==> config.mk <==
export PLATFORM = sky130hd
export DESIGN_NAME = int8_dot_requantize_layer_flat
export DESIGN_NICKNAME = d
export VERILOG_FILES = /design/src/design/i8dq_pkg.sv /design/src/design/i8dq_in_if.sv /design/src/design/i8dq_out_if.sv /design/src/design/i8dq_div.sv /design/src/design/int8_dot_requantize_layer.sv /design/src/flat_wrapper.sv
export SDC_FILE = /design/constraint.sdc
export NUM_CORES = 2
export LEC_CHECK = 0
export ABC_AREA = 1
export BUFFER_PORTS_ARGS = -buffer_cell sky130_fd_sc_hd__buf_2
export CORE_MARGIN = 1.5
export CORE_UTILIZATION = 40
export CTS_CLUSTER_SIZE = 40
export DETAILED_ROUTE_END_ITERATION = 10
export PLACE_DENSITY_LB_ADDON = 0.08
export SLEW_MARGIN = 10
export SYNTH_ARGS = -nofsm -noshare
export SYNTH_HDL_FRONTEND = slang
export SYNTH_HIERARCHICAL = 1
export SYNTH_SLANG_ARGS = --single-unit
==> constraint.sdc <==
create_clock -name clk -period 7.45 [get_ports clk]
set_input_delay 0.3725 -clock clk [delete_from_list [all_inputs] [get_ports clk]]
set_output_delay 0.3725 -clock clk [all_outputs]
set_load 0.03 [all_outputs]
==> src/design/i8dq_pkg.sv <==
// ----------------------------------------------------------------------------
// i8dq_pkg
// Shared sizes, codes and register map of the int8 dot product requantizer.
// ----------------------------------------------------------------------------
package i8dq_pkg;

  localparam int FILTERS    = 8;
  localparam int GROUPS     = 6;
  localparam int TIME_DEPTH = 1024;

  // field widths
  localparam int KIND_W = 2;
  localparam int FILT_W = 3;
  localparam int GRP_W  = 3;
  localparam int LANE_W = 8;
  localparam int BIAS_W = 32;
  localparam int DIV_W  = 31;
  localparam int TIME_W = 10;
  localparam int OUT_W  = 8;

  // internal widths
  localparam int SUM_W  = 20;
  localparam int PROD_W = 2 * LANE_W;
  localparam int ROW_N  = FILTERS * GROUPS;
  localparam int ROW_W  = $clog2(ROW_N);
  localparam int FCNT_W = $clog2(FILTERS + 1);
  localparam int NUM_W  = BIAS_W + 1;
  localparam int QUO_W  = 32;
  localparam int QCNT_W = $clog2(QUO_W + 1);

  // configuration registers
  localparam int CFG_AW  = 3;
  localparam int CFG_DW  = 32;
  localparam int GIU_W   = 3;
  localparam int TS_W    = 11;
  localparam logic REG_GROUPS = 1'b0;
  localparam logic REG_TIME   = 1'b1;
  localparam logic [GIU_W-1:0] GIU_RESET = GIU_W'(6);
  localparam logic [TS_W-1:0]  TS_RESET  = TS_W'(1024);

  // item kinds
  localparam logic [KIND_W-1:0] KIND_SAMPLE = 2'd0;
  localparam logic [KIND_W-1:0] KIND_WEIGHT = 2'd1;
  localparam logic [KIND_W-1:0] KIND_SCALE  = 2'd2;

  localparam int CLAMP_HI = 127;

endpackage

==> src/design/i8dq_in_if.sv <==
// ----------------------------------------------------------------------------
// i8dq_in_if
// Input channel: sample groups, weight loads and offset/divisor loads.
// ----------------------------------------------------------------------------
interface i8dq_in_if import i8dq_pkg::*; ();
  logic                     valid;
  logic                     ready;
  logic [KIND_W-1:0]        kind;
  logic [FILT_W-1:0]        filter_select;
  logic [GRP_W-1:0]         group_select;
  logic signed [LANE_W-1:0] lane_a;
  logic signed [LANE_W-1:0] lane_b;
  logic signed [LANE_W-1:0] lane_c;
  logic signed [LANE_W-1:0] lane_d;
  logic signed [BIAS_W-1:0] bias_value;
  logic [DIV_W-1:0]         divisor_value;

  modport source (output valid, kind, filter_select, group_select, lane_a, lane_b,
                  lane_c, lane_d, bias_value, divisor_value, input ready);
  modport sink   (input valid, kind, filter_select, group_select, lane_a, lane_b,
                  lane_c, lane_d, bias_value, divisor_value, output ready);
endinterface

==> src/design/i8dq_out_if.sv <==
// ----------------------------------------------------------------------------
// i8dq_out_if
// Result channel: one requantized byte per filter.
// ----------------------------------------------------------------------------
interface i8dq_out_if import i8dq_pkg::*; ();
  logic                    valid;
  logic                    ready;
  logic [FILT_W-1:0]       filter_out;
  logic [TIME_W-1:0]       time_index;
  logic signed [OUT_W-1:0] out_value;
  logic                    last_of_run;

  modport source (output valid, filter_out, time_index, out_value, last_of_run,
                  input ready);
  modport sink   (input valid, filter_out, time_index, out_value, last_of_run,
                  output ready);
endinterface

==> src/design/i8dq_div.sv <==
// ----------------------------------------------------------------------------
// i8dq_div
// Restoring unsigned divider, one quotient bit per cycle.
// ----------------------------------------------------------------------------
module i8dq_div import i8dq_pkg::*; (
  input  logic             clk,
  input  logic             rst_n,
  input  logic             start,
  input  logic [QUO_W-1:0] mag,
  input  logic [DIV_W-1:0] den,
  output logic             busy,
  output logic             done,
  output logic [QUO_W-1:0] quo
);

  logic [QCNT_W-1:0] cnt_r, cnt_nxt;
  logic              busy_r, busy_nxt;
  logic              done_r, done_nxt;
  logic [DIV_W-1:0]  rem_r, rem_nxt;
  logic [DIV_W-1:0]  den_r, den_nxt;
  logic [QUO_W-1:0]  quo_r, quo_nxt;
  logic [DIV_W:0]    rem_sh;
  logic [DIV_W:0]    diff;
  logic              fits;

  always_comb begin
    rem_sh = {rem_r, quo_r[QUO_W-1]};
    diff   = rem_sh - {1'b0, den_r};
    fits   = (rem_sh >= {1'b0, den_r});
  end

  always_comb begin
    cnt_nxt  = cnt_r;
    busy_nxt = busy_r;
    done_nxt = 1'b0;
    rem_nxt  = rem_r;
    den_nxt  = den_r;
    quo_nxt  = quo_r;
    if (start) begin
      cnt_nxt  = QCNT_W'(QUO_W);
      busy_nxt = 1'b1;
      rem_nxt  = '0;
      den_nxt  = den;
      quo_nxt  = mag;
    end else if (busy_r) begin
      rem_nxt = fits ? diff[DIV_W-1:0] : rem_sh[DIV_W-1:0];
      quo_nxt = {quo_r[QUO_W-2:0], fits};
      cnt_nxt = cnt_r - 1'b1;
      if (cnt_r == QCNT_W'(1)) begin
        busy_nxt = 1'b0;
        done_nxt = 1'b1;
      end
    end
  end

  always_ff @(posedge clk) begin
    if (!rst_n) begin
      cnt_r  <= '0;
      busy_r <= 1'b0;
      done_r <= 1'b0;
    end else begin
      cnt_r  <= cnt_nxt;
      busy_r <= busy_nxt;
      done_r <= done_nxt;
    end
    rem_r <= rem_nxt;
    den_r <= den_nxt;
    quo_r <= quo_nxt;
  end

  assign busy = busy_r;
  assign done = done_r;
  assign quo  = quo_r;

  a_no_restart: assert property (@(posedge clk) disable iff (!rst_n)
    start |-> !busy_r) else $error("divider started while busy");
  a_done_after_busy: assert property (@(posedge clk) disable iff (!rst_n)
    done_r |-> $past(busy_r)) else $error("divider done without work");
  a_cnt_idle: assert property (@(posedge clk) disable iff (!rst_n)
    !busy_r |-> cnt_r == '0) else $error("divider count left over");

endmodule

==> src/design/int8_dot_requantize_layer.sv <==
// ----------------------------------------------------------------------------
// int8_dot_requantize_layer
// Per-filter int8 dot product over channel groups with requantized output.
// ----------------------------------------------------------------------------
// Items are taken one at a time. A load item is written to its memory as it is
// taken and the block stays ready. For a sample group the weight rows and filter
// sums sit in synchronous memories with separate read and write ports and are
// read, accumulated and written back one filter a cycle. The last group of a
// time sample then runs each filter through a one-bit-per-cycle divider (read,
// offset add, 32 divide steps, output); no item is taken until every filter is
// through, and the output step waits if the result side stalls. The last result
// may still wait in the output register while the next item is taken.
module int8_dot_requantize_layer import i8dq_pkg::*; (
  input  logic              clk,
  input  logic              rst_n,
  i8dq_in_if.sink           in_ch,
  i8dq_out_if.source        out_ch,
  input  logic              cfg_psel,
  input  logic              cfg_penable,
  input  logic              cfg_pwrite,
  input  logic [CFG_AW-1:0] cfg_paddr,
  input  logic [CFG_DW-1:0] cfg_pwdata,
  output logic [CFG_DW-1:0] cfg_prdata,
  output logic              cfg_pready
);

  localparam logic [2:0] S_IDLE = 3'd0;
  localparam logic [2:0] S_ACC  = 3'd1;
  localparam logic [2:0] S_RD   = 3'd2;
  localparam logic [2:0] S_LD   = 3'd3;
  localparam logic [2:0] S_DIV  = 3'd4;
  localparam logic [2:0] S_OUT  = 3'd5;

  // configuration
  logic [GIU_W-1:0] giu_r;
  logic [TS_W-1:0]  ts_r;
  logic             cfg_wr;
  logic [GIU_W:0]   eff_groups;
  logic [TS_W-1:0]  eff_time;

  // control
  logic [2:0]        state_r, state_nxt;
  logic [FCNT_W-1:0] f_r, f_nxt;
  logic              acc_vld_r, acc_vld_nxt;
  logic [FILT_W-1:0] acc_f_r, acc_f_nxt;
  logic [GRP_W-1:0]  grp_r, grp_nxt;
  logic [TIME_W-1:0] time_r, time_nxt;
  logic [FILTERS-1:0] svld_r, svld_nxt;
  logic              svld_rd_r;

  // item payload
  logic signed [LANE_W-1:0] lane_r [4];

  // memories
  logic [4*LANE_W-1:0]       wmem [ROW_N];
  logic [SUM_W-1:0]          smem [FILTERS];
  logic [BIAS_W+DIV_W-1:0]   cmem [FILTERS];
  logic [4*LANE_W-1:0]       wrd_r;
  logic [SUM_W-1:0]          srd_r;
  logic [BIAS_W+DIV_W-1:0]   crd_r;

  logic              in_acc;
  logic              w_we, c_we, s_we, s_re;
  logic [ROW_W-1:0]  w_waddr, w_raddr;
  logic [FILT_W-1:0] f_idx;
  logic signed [PROD_W-1:0] prod [4];
  logic signed [SUM_W-1:0]  sum_prev, sum_new;
  logic              issue, grp_last;

  // divide step
  logic signed [NUM_W-1:0] num;
  logic [NUM_W-1:0]        num_abs;
  logic                    neg_r, zero_r;
  logic                    div_start, div_busy, div_done;
  logic [QUO_W-1:0]        div_quo;
  logic [DIV_W-1:0]        den;

  // output register
  logic                    ov_r, ov_nxt;
  logic [FILT_W-1:0]       of_r;
  logic [TIME_W-1:0]       ot_r;
  logic signed [OUT_W-1:0] oval_r, oval_nxt;
  logic                    olast_r;
  logic                    out_load;

  // ---------------- configuration port ----------------
  assign cfg_pready = 1'b1;
  assign cfg_wr     = cfg_psel && cfg_penable && cfg_pwrite;

  always_ff @(posedge clk) begin
    if (!rst_n) begin
      giu_r <= GIU_RESET;
      ts_r  <= TS_RESET;
    end else if (cfg_wr) begin
      if (cfg_paddr[2] == REG_GROUPS) begin
        giu_r <= cfg_pwdata[GIU_W-1:0];
      end else begin
        ts_r <= cfg_pwdata[TS_W-1:0];
      end
    end
  end

  always_comb begin
    if (cfg_paddr[2] == REG_TIME) begin
      cfg_prdata = {{(CFG_DW-TS_W){1'b0}}, ts_r};
    end else begin
      cfg_prdata = {{(CFG_DW-GIU_W){1'b0}}, giu_r};
    end
  end

  always_comb begin
    priority if (giu_r == '0) begin
      eff_groups = (GIU_W+1)'(1);
    end else if (int'(giu_r) > GROUPS) begin
      eff_groups = (GIU_W+1)'(GROUPS);
    end else begin
      eff_groups = {1'b0, giu_r};
    end
    priority if (ts_r == '0) begin
      eff_time = TS_W'(1);
    end else if (int'(ts_r) > TIME_DEPTH) begin
      eff_time = TS_W'(TIME_DEPTH);
    end else begin
      eff_time = ts_r;
    end
  end

  // ---------------- memories ----------------
  assign in_ch.ready = (state_r == S_IDLE);
  assign in_acc      = in_ch.valid && in_ch.ready;

  assign w_we = in_acc && (in_ch.kind == KIND_WEIGHT) &&
                (int'(in_ch.filter_select) < FILTERS) && (int'(in_ch.group_select) < GROUPS);
  assign c_we = in_acc && (in_ch.kind == KIND_SCALE) &&
                (int'(in_ch.filter_select) < FILTERS);
  assign w_waddr = ROW_W'(int'(in_ch.filter_select) * GROUPS + int'(in_ch.group_select));
  assign f_idx   = f_r[FILT_W-1:0];
  assign w_raddr = ROW_W'(int'(f_idx) * GROUPS + int'(grp_r));
  assign issue   = (state_r == S_ACC) && (int'(f_r) < FILTERS);
  assign s_re    = issue || (state_r == S_RD);
  assign s_we    = acc_vld_r;

  always_ff @(posedge clk) begin
    if (w_we) begin
      wmem[w_waddr] <= {in_ch.lane_d, in_ch.lane_c, in_ch.lane_b, in_ch.lane_a};
    end
    if (issue) begin
      wrd_r <= wmem[w_raddr];
    end
  end

  always_ff @(posedge clk) begin
    if (c_we) begin
      cmem[in_ch.filter_select] <= {in_ch.bias_value, in_ch.divisor_value};
    end
    if (state_r == S_RD) begin
      crd_r <= cmem[f_idx];
    end
  end

  // sums: reset value comes from the valid bits, not the array
  always_ff @(posedge clk) begin
    if (s_we) begin
      smem[acc_f_r] <= sum_new;
    end
    if (s_re) begin
      srd_r     <= smem[f_idx];
      svld_rd_r <= svld_r[f_idx];
    end
  end

  // ---------------- accumulate ----------------
  always_comb begin
    for (int k = 0; k < 4; k++) begin
      prod[k] = lane_r[k] * $signed(wrd_r[k*LANE_W +: LANE_W]);
    end
    sum_prev = svld_rd_r ? $signed(srd_r) : '0;
    sum_new  = sum_prev + SUM_W'(prod[0]) + SUM_W'(prod[1]) +
               SUM_W'(prod[2]) + SUM_W'(prod[3]);
    grp_last = ({1'b0, grp_r} + 1'b1) >= eff_groups;
  end

  // ---------------- requantize ----------------
  always_comb begin
    num       = NUM_W'($signed(srd_r & {SUM_W{svld_rd_r}})) +
                NUM_W'($signed(crd_r[BIAS_W+DIV_W-1:DIV_W]));
    num_abs   = num[NUM_W-1] ? NUM_W'(-num) : NUM_W'(num);
    den       = crd_r[DIV_W-1:0];
    div_start = (state_r == S_LD);
  end

  i8dq_div u_div (
    .clk   (clk),
    .rst_n (rst_n),
    .start (div_start),
    .mag   (num_abs[QUO_W-1:0]),
    .den   (den),
    .busy  (div_busy),
    .done  (div_done),
    .quo   (div_quo)
  );

  always_comb begin
    priority if (zero_r) begin
      oval_nxt = '0;
    end else if (neg_r) begin
      oval_nxt = (div_quo > QUO_W'(CLAMP_HI + 1)) ? OUT_W'(-CLAMP_HI - 1)
                                                   : OUT_W'(-div_quo);
    end else begin
      oval_nxt = (div_quo > QUO_W'(CLAMP_HI)) ? OUT_W'(CLAMP_HI) : div_quo[OUT_W-1:0];
    end
  end

  assign out_load = (state_r == S_OUT) && (!ov_r || out_ch.ready);

  // ---------------- sequencer ----------------
  always_comb begin
    state_nxt   = state_r;
    f_nxt       = f_r;
    acc_vld_nxt = issue;
    acc_f_nxt   = f_idx;
    grp_nxt     = grp_r;
    time_nxt    = time_r;
    svld_nxt    = svld_r;
    ov_nxt      = ov_r && !out_ch.ready;
    if (s_we) begin
      svld_nxt[acc_f_r] = 1'b1;
    end
    unique case (state_r)
      S_IDLE: begin
        if (in_acc && in_ch.kind == KIND_SAMPLE) begin
          state_nxt = S_ACC;
          f_nxt     = '0;
        end
      end
      S_ACC: begin
        if (issue) begin
          f_nxt = f_r + 1'b1;
        end
        if (acc_vld_r && int'(acc_f_r) == FILTERS - 1) begin
          f_nxt = '0;
          if (grp_last) begin
            grp_nxt   = '0;
            state_nxt = S_RD;
          end else begin
            grp_nxt   = grp_r + 1'b1;
            state_nxt = S_IDLE;
          end
        end
      end
      S_RD:  state_nxt = S_LD;
      S_LD:  state_nxt = S_DIV;
      S_DIV: begin
        if (div_done) begin
          state_nxt = S_OUT;
        end
      end
      S_OUT: begin
        if (out_load) begin
          ov_nxt = 1'b1;
          if (int'(f_r) == FILTERS - 1) begin
            svld_nxt  = '0;
            state_nxt = S_IDLE;
            time_nxt  = ((TS_W'(time_r) + 1'b1) >= eff_time) ? '0 : time_r + 1'b1;
          end else begin
            f_nxt     = f_r + 1'b1;
            state_nxt = S_RD;
          end
        end
      end
      default: state_nxt = S_IDLE;
    endcase
  end

  always_ff @(posedge clk) begin
    if (!rst_n) begin
      state_r   <= S_IDLE;
      f_r       <= '0;
      acc_vld_r <= 1'b0;
      grp_r     <= '0;
      time_r    <= '0;
      svld_r    <= '0;
      ov_r      <= 1'b0;
    end else begin
      state_r   <= state_nxt;
      f_r       <= f_nxt;
      acc_vld_r <= acc_vld_nxt;
      grp_r     <= grp_nxt;
      time_r    <= time_nxt;
      svld_r    <= svld_nxt;
      ov_r      <= ov_nxt;
    end
    acc_f_r <= acc_f_nxt;
    if (in_acc) begin
      lane_r[0] <= in_ch.lane_a;
      lane_r[1] <= in_ch.lane_b;
      lane_r[2] <= in_ch.lane_c;
      lane_r[3] <= in_ch.lane_d;
    end
    if (state_r == S_LD) begin
      neg_r  <= num[NUM_W-1];
      zero_r <= (num == '0);
    end
    if (out_load) begin
      of_r    <= f_idx;
      ot_r    <= time_r;
      oval_r  <= oval_nxt;
      olast_r <= (int'(f_r) == FILTERS - 1);
    end
  end

  assign out_ch.valid       = ov_r;
  assign out_ch.filter_out  = of_r;
  assign out_ch.time_index  = ot_r;
  assign out_ch.out_value   = oval_r;
  assign out_ch.last_of_run = olast_r;

  a_last_filter: assert property (@(posedge clk) disable iff (!rst_n)
    out_ch.valid && out_ch.last_of_run |-> int'(out_ch.filter_out) == FILTERS - 1)
    else $error("last item not on final filter");
  a_grp_range: assert property (@(posedge clk) disable iff (!rst_n)
    int'(grp_r) < GROUPS) else $error("group count out of range");
  a_time_range: assert property (@(posedge clk) disable iff (!rst_n)
    int'(time_r) < TIME_DEPTH) else $error("time count out of range");
  a_div_wait: assert property (@(posedge clk) disable iff (!rst_n)
    state_r == S_OUT |-> !div_busy) else $error("output step with divider busy");

endmodule
==> src/flat_wrapper.sv <==
// flat-port wrapper written by rule: the top's interface ports become plain ports
module int8_dot_requantize_layer_flat import i8dq_pkg::*;
  (clk, rst_n, cfg_psel, cfg_penable, cfg_pwrite, cfg_paddr, cfg_pwdata, cfg_prdata, cfg_pready, in_ch_valid, in_ch_kind, in_ch_filter_select, in_ch_group_select, in_ch_lane_a, in_ch_lane_b, in_ch_lane_c, in_ch_lane_d, in_ch_bias_value, in_ch_divisor_value, in_ch_ready, out_ch_valid, out_ch_filter_out, out_ch_time_index, out_ch_out_value, out_ch_last_of_run, out_ch_ready);
  i8dq_in_if in_ch_i ();
  i8dq_out_if out_ch_i ();
  input  logic clk;
  input  logic rst_n;
  input  logic cfg_psel;
  input  logic cfg_penable;
  input  logic cfg_pwrite;
  input  logic [CFG_AW-1:0] cfg_paddr;
  input  logic [CFG_DW-1:0] cfg_pwdata;
  output logic [CFG_DW-1:0] cfg_prdata;
  output logic cfg_pready;
  input wire logic [$bits(in_ch_i.valid)-1:0] in_ch_valid;
  input wire logic [$bits(in_ch_i.kind)-1:0] in_ch_kind;
  input wire logic [$bits(in_ch_i.filter_select)-1:0] in_ch_filter_select;
  input wire logic [$bits(in_ch_i.group_select)-1:0] in_ch_group_select;
  input wire logic [$bits(in_ch_i.lane_a)-1:0] in_ch_lane_a;
  input wire logic [$bits(in_ch_i.lane_b)-1:0] in_ch_lane_b;
  input wire logic [$bits(in_ch_i.lane_c)-1:0] in_ch_lane_c;
  input wire logic [$bits(in_ch_i.lane_d)-1:0] in_ch_lane_d;
  input wire logic [$bits(in_ch_i.bias_value)-1:0] in_ch_bias_value;
  input wire logic [$bits(in_ch_i.divisor_value)-1:0] in_ch_divisor_value;
  output wire logic [$bits(in_ch_i.ready)-1:0] in_ch_ready;
  output wire logic [$bits(out_ch_i.valid)-1:0] out_ch_valid;
  output wire logic [$bits(out_ch_i.filter_out)-1:0] out_ch_filter_out;
  output wire logic [$bits(out_ch_i.time_index)-1:0] out_ch_time_index;
  output wire logic [$bits(out_ch_i.out_value)-1:0] out_ch_out_value;
  output wire logic [$bits(out_ch_i.last_of_run)-1:0] out_ch_last_of_run;
  input wire logic [$bits(out_ch_i.ready)-1:0] out_ch_ready;
  assign in_ch_i.valid = in_ch_valid;
  assign in_ch_i.kind = in_ch_kind;
  assign in_ch_i.filter_select = in_ch_filter_select;
  assign in_ch_i.group_select = in_ch_group_select;
  assign in_ch_i.lane_a = in_ch_lane_a;
  assign in_ch_i.lane_b = in_ch_lane_b;
  assign in_ch_i.lane_c = in_ch_lane_c;
  assign in_ch_i.lane_d = in_ch_lane_d;
  assign in_ch_i.bias_value = in_ch_bias_value;
  assign in_ch_i.divisor_value = in_ch_divisor_value;
  assign in_ch_ready = in_ch_i.ready;
  assign out_ch_valid = out_ch_i.valid;
  assign out_ch_filter_out = out_ch_i.filter_out;
  assign out_ch_time_index = out_ch_i.time_index;
  assign out_ch_out_value = out_ch_i.out_value;
  assign out_ch_last_of_run = out_ch_i.last_of_run;
  assign out_ch_i.ready = out_ch_ready;
  int8_dot_requantize_layer u_core (.clk(clk), .rst_n(rst_n), .in_ch(in_ch_i), .out_ch(out_ch_i), .cfg_psel(cfg_psel), .cfg_penable(cfg_penable), .cfg_pwrite(cfg_pwrite), .cfg_paddr(cfg_paddr), .cfg_pwdata(cfg_pwdata), .cfg_prdata(cfg_prdata), .cfg_pready(cfg_pready));
endmodule
== Yosys cells after proc, flatten, opt, wreduce, memory -nomap -nowiden ==
Memory sizes are Yosys's and may differ from the RTL's. A register that Yosys moved wholly into a read port is not among the register bits.
Cells that the tools add are included.

* Register bits after elaboration: 174
* RAM bits: 2,232
* Input port bits: 145
* Output and inout port bits: 57
* Word-level logic and storage cells: 166
* Memories kept: 4

* Add/sub/neg operators: 16
* $mul: 6
* Order comparisons: 12
* Equality and inequality tests: 16
* Muxes and demuxes: 52
* Bitwise gates (word level): 5
* Reduce and logical (&&, ||, !) cells: 31

{| class="wikitable"
|+ Memories
! memory !! words !! bits a word !! read ports !! clocked after Yosys merged registers in !! write ports !! line !! RTL
|-
| u_core.wmem || 48 || 32 || 1 || 1 || 1 || int8_dot_requantize_layer.sv:55 || <nowiki>logic [4*LANE_W-1:0] wmem [ROW_N];</nowiki>
|-
| u_core.cmem || 8 || 63 || 1 || 1 || 1 || int8_dot_requantize_layer.sv:57 || <nowiki>logic [BIAS_W+DIV_W-1:0] cmem [FILTERS];</nowiki>
|-
| u_core.smem || 8 || 20 || 1 || 1 || 1 || int8_dot_requantize_layer.sv:56 || <nowiki>logic [SUM_W-1:0] smem [FILTERS];</nowiki>
|-
| u_core.lane_r || 4 || 8 || 4 || 0 || 4 || int8_dot_requantize_layer.sv:52 || <nowiki>logic signed [LANE_W-1:0] lane_r [4];</nowiki>
|}

{| class="wikitable"
|+ Operators by type and width
! cell !! count
|-
| $mux 32 || 3
|-
| $add 20x16->20 || 4
|-
| $mul 8x8->16 || 4
|-
| $mux 8 || 7
|-
| $add 20x32->33 || 1
|-
| $logic_not 33->1 || 1
|-
| $mux 11 || 3
|-
| $ge 32x31->1 || 1
|-
| $gt 32x7->1 const B || 1
|-
| $gt 32x8->1 const B || 1
|-
| $neg 32->32 || 1
|-
| $mux 31 || 1
|-
| $sub 31x31->31 || 1
|-
| $mux 4 || 6
|-
| $and 20x20->20 || 1
|-
| $mux 20 || 1
|-
| $mux 3 || 6
|-
| $pmux 3 s6 || 1
|-
| $mux 1 || 16
|-
| $add 6x4->6 || 2
|-
| $logic_and 1x1->1 || 12
|-
| $mux 6 || 2
|-
| $pmux 4 s3 || 1
|-
| $add 10x1->11 const B || 1
|-
| other kinds (44) || 60
|}

== Longest topological paths before layout ==
* Word-level depth: 9
* Gate-level depth with buffers: 27
* Gate-level depth less buffers: 26

== Modules after synthesis ==
The synthesis kept the hierarchy.

{| class="wikitable"
|+ Modules (own cells, without submodules)
! module !! instances !! cells an instance !! area each (µm²) !! seq. area each (µm²)
|-
| int8_dot_requantize_layer || 1 || 8,513 || 109,580.1 || 72,169.2
|-
| i8dq_div || 1 || 986 || 6,899.1 || 2,672.6
|}

== Worst setup path after synthesis ==
No wires, ideal clock.

* Path type: register to register
* From: reg u_core.state_r[0]
* To: mem u_core/cmem[1][0] in the netlist's numbering (enable)
* Library setup time: 0.562 ns
* Arrival: 6.829 ns
* Required time: 6.888 ns
* Setup slack: 0.060 ns
* Stages on the path, launching flop included: 6
* Buffers on the path: 0
* Clock period less this slack: 7.390 ns
* Cell sequence: dfxtp_1 > nor2_1 > nand2_1 > nor2_1 > nand3b_1 > nor3_1

* Word-level cells in the longest chain between the ends: 5

{| class="wikitable"
|+ RTL lines
! item !! line !! RTL
|-
| start, declared || int8_dot_requantize_layer.sv:42 || <nowiki>logic [2:0] state_r, state_nxt;</nowiki>
|-
| start signal, assigned || int8_dot_requantize_layer.sv:285 || <nowiki>state_r <= state_nxt;</nowiki>
|-
| $logic_not 3->1 || int8_dot_requantize_layer.sv:129 || <nowiki>assign in_ch.ready = (state_r == S_IDLE);</nowiki>
|-
| $logic_and 1x1->1 || int8_dot_requantize_layer.sv:130 || <nowiki>assign in_acc = in_ch.valid && in_ch.ready;</nowiki>
|-
| net u_core.in_acc || int8_dot_requantize_layer.sv:62 || <nowiki>logic in_acc;</nowiki>
|-
| $logic_and 1x1->1 || int8_dot_requantize_layer.sv:134 || <nowiki>assign c_we = in_acc && (in_ch.kind == KIND_SCALE) &&</nowiki>
|-
| $mux 1 || int8_dot_requantize_layer.sv:153 || <nowiki>if (c_we) begin</nowiki>
|-
| $mux 1 (implied by the code) || int8_dot_requantize_layer.sv:154 || <nowiki>cmem[in_ch.filter_select] <= {in_ch.bias_value, in_ch.divisor_value};</nowiki>
|-
| end, declared || int8_dot_requantize_layer.sv:57 ||
|}

The timed path passes the listed nets, and every way through them passes these cells.

== Worst setup path in the final report ==
* From: reg u_core.svld_rd_r
* To: mem u_core.smem[5][17] (data pin)

* Word-level cells in the longest chain between the ends: 5

{| class="wikitable"
|+ RTL lines
! item !! line !! RTL
|-
| start, declared || int8_dot_requantize_layer.sv:49 || <nowiki>logic svld_rd_r;</nowiki>
|-
| start signal, assigned || int8_dot_requantize_layer.sv:168 || <nowiki>svld_rd_r <= svld_r[f_idx];</nowiki>
|-
| $mux 20 || int8_dot_requantize_layer.sv:177 || <nowiki>sum_prev = svld_rd_r ? $signed(srd_r) : '0;</nowiki>
|-
| $add 20x16->20 (3 in a row) || int8_dot_requantize_layer.sv:178 || <nowiki>sum_new = sum_prev + SUM_W'(prod[0]) + SUM_W'(prod[1]) +</nowiki>
|-
| $add 20x16->20 || int8_dot_requantize_layer.sv:179 || <nowiki>SUM_W'(prod[2]) + SUM_W'(prod[3]);</nowiki>
|-
| net u_core.sum_new[17] || int8_dot_requantize_layer.sv:67 || <nowiki>logic signed [SUM_W-1:0] sum_prev, sum_new;</nowiki>
|-
| end, declared || int8_dot_requantize_layer.sv:56 ||
|}

The timed path passes the listed nets, and every way through them passes these cells.

==> metrics.txt <==
fmax=0.140 GHz; Final setup viols=0; Tcrit/Tclk final=95.6%; commonest non-fill, non-tap cells in the layout=edfxtp_1, nor2_1, nand2_1; slew margin rel.=8.74%; vias in the first global route=73655; crit path max fanout=8; Critical Path Start Type=flop; FF-to-FF End=u_core/smem[5][17]; Nets=10400; number of enable flip-flop cells after synthesis=2435; Tmin final=7.12 ns; CP Data Arrival Time=7.73 ns; Distinct cells, synth=60; Rows=197; Critical Path RT=8.06 ns; Num CTS Buffers=287; die height=543 um; GRT Overall Usage=22.7%; Via Count=73961; worst setup path startpoint=u_core/svld_rd_r; Sum Neg Setup Slack=0 ns; largest net degree at the start of global routing=155; Min-Delay Path Depth=5; cells after synthesis=9499; DR iter-0 viols=6299; die width=543 um; clk root buf=clkbuf_16; Initial Utilization=40.3%; Ys Warns=6; drt wl/cell=24.5 um; DRC violations left=0; Async SR Flop Fraction=0%; most numerous cell on the critical path=fa_1; GRT Residual Overflow=0; hpwl dp=202000 um; routability cong.=0.885; Clock Latency Late Sink=0.91 ns; post-DR vias/cell=5.36; initial antenna violation count=31; RSZ-0062 raised after global routing=no; first-pass GRT wire length=497000 um; max-capacitance violation count=0; # H-tree levels=5; Clock Skews=0.0514 ns; # IOs=202; Critical Path End=u_core/smem[5][17]; Seq/Total Area, Yosys=64.3%; Syn Area/Cell=12.3 um2; CTS tree=built; slowest stage delay, CP=0.55 ns; DRT Wirelength=338000 um; final slew viol count=0; Clock Path Buffers=4; drt first pass iters=7; CP max stage cell=fa_1; DIE AREA=294000 um2; share of cells above drive strength 1=9.11%; commonest non-fill, non-tap cell in the layout=edfxtp_1; mapped cell area=116000 um2; Hold Vio Cnt, Final=0; Critical Setup Path Class=reg2reg; Clock transition at path regs=0.06 ns; top_reg_cell synth=edfxtp_1; Core Area=289000 um2; Reg2Reg Setup Slack=0.33 ns; Worst-Margin Slew=1.35 ns; Worst Reg-to-Reg Cells=27; number of port buffers=156; area grow syn2layout=13.2%; worst hold path class=in2reg; ANT nets after route=0; CP Capture Type=flop; clk sinks=2521; Yosys reg bits=2521; RR Startpoint=u_core/svld_rd_r; outcome=finished clean
[flip-flops by register name, summed over array words and instances (netlist names), 8 cells and up]
| register | flops |
|---|---|
| u_core/cmem | 504 |
| u_core/crd_r | 63 |
| u_core/lane_r | 32 |
| u_core/out_ch.out_value | 8 |
| u_core/out_ch.time_index | 10 |
| u_core/smem | 160 |
| u_core/srd_r | 20 |
| u_core/svld_r | 8 |
| u_core/time_r | 10 |
| u_core/ts_r | 11 |
| u_core/u_div/den_r | 31 |
| u_core/u_div/quo | 32 |
| u_core/u_div/rem_r | 31 |
| u_core/wmem | 1536 |
| u_core/wrd_r | 32 |
[area by class of cell]
| class | instances | area, um2 |
|---|---|---|
| fillers | 26363 | 157000 |
| repair buffers | 424 | 3200 |
| clock buffers | 376 | 7650 |
| inverters | 954 | 3620 |
| flip-flops and latches | 2521 | 74900 |
| clock inverters | 131 | 1180 |
| diodes | 8 | 20.0 |
| multi-input cells | 5504 | 36500 |
| well taps | 3880 | 4850 |
[kinds of logic (layout without fill, tap and decap cells)]
family	Yosys count	in the layout	synth area share, %
AOI/OAI and AO/OA	1609	1609	8.62
xor gates and xnor gates	102	102	0.783
adders and majority gates	563	563	8.42
buffers and inverters	1494	1885	5.00
DFF	2521	2521	64.3
muxes	311	311	2.67
other	2	30	0.00645
and+or+nand+nor	2897	2897	10.2
[how the worst min path moves through the flow]
| stage | endpoint | startpoint | slack [ns] |
|---|---|---|---|
| CTS | u_core/ts_r[0] | cfg_pwrite | 0.002 |
| detailed placement | u_core/u_div/den_r[13] | u_core/crd_r[13] | 0.41 |
| finish | u_core/ts_r[0] | cfg_pwrite | 0.06 |
| global route | u_core/ts_r[6] | cfg_pwrite | 0.11 |
| floorplan | u_core/u_div/den_r[0] | u_core/crd_r[0] | 0.40 |
| global placement | u_core/u_div/den_r[13] | u_core/crd_r[13] | 0.40 |
[cells in the mapped netlist (all sizes together), types with 40 or more instances]
master / number / area [um2]
edfxtp: 2435 / 73100
inv: 950 / 3570
o22ai: 86 / 538
xnor2: 40 / 350
nor3: 43 / 246
a31oi: 91 / 569
o221ai: 311 / 2720
fa: 368 / 7370
nand2: 983 / 3770
nor2: 1404 / 5360
buf: 107 / 616
ha: 195 / 2440
xor2: 62 / 562
dfxtp: 86 / 1720
o211ai: 76 / 576
nand3: 376 / 1950
clkbuf: 433 / 1630
mux2i: 311 / 3110
o32ai: 71 / 622
o21ai: 833 / 4170
a21oi: 108 / 586
[layer usage]
metal / wire length [um] / global-route usage (%)
met1: 159000 / 33.4
met2: 155000 / 36.1
met3: 16200 / 2.43
met4: 7450 / 5.43
met5: 24 / 0
[per-stage QoR]
stage               instances  area, um2  setup WS, ns  util (%)  hold WS (ns)
floorplan                9519     117000        0.0597         -         0.400
global route            13792     132000        0.0141      45.6         0.114
global placement        13188     122000         0.140      42.2         0.405
detailed placement      13188     122000         0.137      42.2         0.405
CTS                     13777     132000         0.120      45.6       0.00180
finish                  13798     132000         0.328      45.6        0.0637
[critical path: cells and delay by family, from the launching register on]
family | cells | cell delay [ns]
AO/OA/AOI/OAI | 6 | 0.84
AND/OR/NAND/NOR | 4 | 0.35
XOR/XNOR | 1 | 0.15
adder cells (fa/ha/maj) | 9 | 4.39
buffers and inverters | 7 | 0.65
flip-flops | 1 | 0.48
[repair_timing]
| item | CTS | global route |
|---|---|---|
| gates resized for setup | 0 | 13 |
| buffers inserted | 0 | 12 |
| hold buffers | 82 | 0 |
| endpoints found under the hold margin | 526 | 0 |
| endpoints found under the setup margin | 0 | 56 |
Power is left out: the tool's default activity adds up to more than one toggle a clock period on the data nets, which glitch-free logic cannot reach.
